`config.mk`:
```
export PLATFORM = sky130hd
export DESIGN_NAME = cm2d_skid
export DESIGN_NICKNAME = d
export VERILOG_FILES = /design/src/rtl/core/cm2d_skid.sv
export SDC_FILE = /design/constraint.sdc
export NUM_CORES = 1
export LEC_CHECK = 0
export BUFFER_PORTS_ARGS = -buffer_cell sky130_fd_sc_hd__buf_2
export CAP_MARGIN = 5
export CORE_ASPECT_RATIO = 0.8
export CORE_MARGIN = 10
export CORE_UTILIZATION = 36
export DETAILED_ROUTE_END_ITERATION = 10
export GPL_ROUTABILITY_DRIVEN = 0
export PLACE_DENSITY_LB_ADDON = 0.08
export SLEW_MARGIN = 40
export SYNTH_ARGS = -nofsm -noshare
export SYNTH_HDL_FRONTEND = slang
export SYNTH_SLANG_ARGS = --single-unit
```
`constraint.sdc`:
```
create_clock -name i_clk -period 2.7 [get_ports i_clk]
set_clock_uncertainty 0.15 [all_clocks]
set_input_delay 0.54 -clock i_clk [delete_from_list [all_inputs] [get_ports i_clk]]
set_output_delay 0.54 -clock i_clk [all_outputs]
set_load 0.02 [all_outputs]
```
`src/rtl/core/cm2d_skid.sv`:
```
// Two-entry output buffer: registered output word plus one skid word, so the
// pipeline enable depends on a register only. No dependencies.
module cm2d_skid #(
    parameter int unsigned WIDTH = 8
) (
    input  logic             i_clk,
    input  logic             i_rst_n,
    input  logic             i_valid,
    input  logic [WIDTH-1:0] i_data,
    output logic             o_ready,
    output logic             o_valid,
    output logic [WIDTH-1:0] o_data,
    input  logic             i_ready
);
    logic             r_o_v, r_s_v;
    logic [WIDTH-1:0] r_o_d, r_s_d;

    assign o_ready = !r_s_v;

    always_ff @(posedge i_clk) begin
        if (!i_rst_n) begin
            r_o_v <= 1'b0;
            r_s_v <= 1'b0;
        end else if (!r_o_v || i_ready) begin
            if (r_s_v) begin
                r_o_v <= 1'b1;
                r_s_v <= 1'b0;
            end else begin
                r_o_v <= i_valid;
            end
        end else if (i_valid && !r_s_v) begin
            r_s_v <= 1'b1;
        end
    end

    always_ff @(posedge i_clk) begin
        if (!r_o_v || i_ready) begin
            r_o_d <= r_s_v ? r_s_d : i_data;
        end else if (!r_s_v) begin
            // hold the incoming word while the output is stalled
            r_s_d <= i_data;
        end
    end

    assign o_valid = r_o_v;
    assign o_data  = r_o_d;

endmodule

```
==> results.md <==
- Run status: finished clean
- Worst Hold Class: primary input to register
- Final setup violation count: 0
- CP required: between 2000 and 2500 ps
- Seq/Total Area, Yosys: 0.765
- Pins over their slew limit: 0
- CP endpoint kind: output port
- Max FO, Critical Path: 11
- Die ar.: 4040 µm²
- Number of setup buffers added after CTS: 0
- TritonCTS Buffers: 3
- Clk_lat worst skew: 280 ps
- Fill cells: roughly 160
- Post-place instance area: between 800 and 900 µm²
- Largest net degree at the start of global routing: 12
- Sw frac: 0.207
- Mapped Avg Cell Area: 20.6 µm²
- Die width: between 60 and 70 µm
- Core area: 1710 µm²
- I/O Pins: 22
- TritonCTS clock tree: done
- Cell area after layout: 838 µm²
- Initial antenna violation count: 0
- Vias: roughly 360
- Drt first pass iters: 4
- Worst-Margin Slew: between 500 and 600 ps
- Pleak: 0.340 nW
- Max Clk Rate: 518 MHz
- Drt wl/cell: 15.7 µm
- DP Wirelength: 980 µm
- TNS Setup: 0 ps
- Hold_buf cts: 0
- All-layer global routing usage: 0.0691
- Flop pwr share: 0.606
- Site Rows: 13
- Switch Pwr: 0.111 mW
- P&R area growth vs syn: 23.2%
- H-tree levels: 1
- WP data arrival: 1240 ps
- PwrDens: about 640 nW/µm²
- Commonest non-fill, non-tap cell in the layout: buf_2
- Initial Util: 0.399
- Post_cts resized: 0
- Gate Count Post-Synth: 33
- First-pass GRT wire length: about 2000 µm
- Ant diodes: 0
- TritonCTS Sinks: 18
- DRC: 0
- Worst setup SP type: register
- Synthesized area: roughly 680 µm²
- Overflow after GRT: 0
- Slew Limit Headroom: 0.609
- Synth unique cells: 10
- Vias/cell: 4.52
- Max-Cap Viols: 0
- Number of synthesized register bits: 18
- IO buf count: 21
- 1st-iter DRT viols: 12
- Logic pwr share: 0.099
- CTS max path bufs: 2
- Clk pin slew, worst setup/hold paths: 100 ps
- Final wirelength: 1240 µm
- Clock root cell: clkbuf_4
- Most frequent cells in the layout: buf_2 (21), edfxtp_1 (16), mux2_4 (7)
- Antenna viol nets, final: 0
- Vias in the first global route: between 400 and 500
- RSZ-0062 raised after global routing: false
- Syn_nets: 45
- CP Class: register to output port
- Finished Core Util: 0.491
- Clk pwr share: 0.295
- FF+latch area: about 520 µm²
- Min Tclk post-route: 1930 ps
- Layout Nets: 70
- Fin. Hold Viols: 0
- Synth warnings: 0
- Internal Power: around 0.43 mW
- Peak VDD IR: 366 µV
- Die Ht: ~59 µm
- Final cycle utilization of the critical path: 0.714
- Multi-input gate area: 141 µm²
- Share of cells above drive strength 1: 0.579
critical path, cell delays in order, from the launching register on:
cell and delay, ps:
dfxtp_1 710, inv_1 70, buf_2 180
power groups by stage:
| stage | clock network [mW] | registers [mW] | logic [mW] |
|---|---|---|---|
| global route | 0.177 | 0.328 | 0.0582 |
| CTS | 0.163 | 0.326 | 0.0544 |
| detailed placement | 0 | 0.333 | 0.0543 |
| floorplan | 0 | 0.345 | 0.0194 |
| global placement | 0 | 0.331 | 0.0526 |
| finish | 0.159 | 0.326 | 0.0531 |
area by class of cell:
type	instances	area share
clock buffers	4	0.0433
inverters	2	0.00896
multi-input cells	12	0.169
flip-flops and latches	18	0.621
well taps	22	0.0328
repair buffers	21	0.125
through the flow:
| stage | power (mW) | instances | hold WS (ps) | setup slack [ps] |
|---|---|---|---|---|
| after floorplan | 0.364 | 33 | 385 | 1160 |
| after global placement | 0.384 | 75 | 399 | 897 |
| after detailed placement | 0.387 | 75 | 403 | 862 |
| after CTS | 0.543 | 79 | 324 | 735 |
| after global routing | 0.563 | 79 | 323 | 621 |
| final | 0.538 | 79 | 326 | 771 |
Yosys cell counts:
| master | count | area (µm²) |
|---|---|---|
| mux2_2 | 1 | 11.3 |
| and2b_1 | 1 | 7.51 |
| dfxtp_1 | 2 | 40.0 |
| edfxtp_1 | 16 | 480 |
| buf_6 | 1 | 11.3 |
| mux2_4 | 7 | 105 |
| o31a_1 | 1 | 8.76 |
| inv_1 | 2 | 7.51 |
| nor2_1 | 1 | 3.75 |
| o21ai_0 | 1 | 5.00 |
layer usage:
metal	track usage	up-vias	part of all wire
li1	-	173	-
met1	0.0616	169	0.35
met2	0.127	15	0.56
met3	0.0473	0	0.096
met4	0.00860	0	0
met5	0	-	0
registers in the layout (all words and copies together) (netlist names):
name     flops
r_s_d        8
o_data       8
o_valid      1
r_s_v        1
logic make-up after synthesis:
kind of cell           count (synthesis)  share of synthesized area
multiplexers                           8                      0.171
flip-flops                            18                      0.765
AND/OR/NAND/NOR                        2                     0.0165
AO/OA/AOI/OAI                          2                     0.0202
buffers and inverters                  3                     0.0276
worst paths after layout:
check	slack [ps]	to	startpoint	cells past startpoint
worst max register to register	1190	o_data[5]	r_s_v	1
worst max-delay path	770	o_ready	r_s_v	2
worst min register to register	440	r_s_d[2]	r_s_d[2]	1
worst min-delay path	330	o_valid	i_rst_n	2
(Power assumes the default switching activity.)
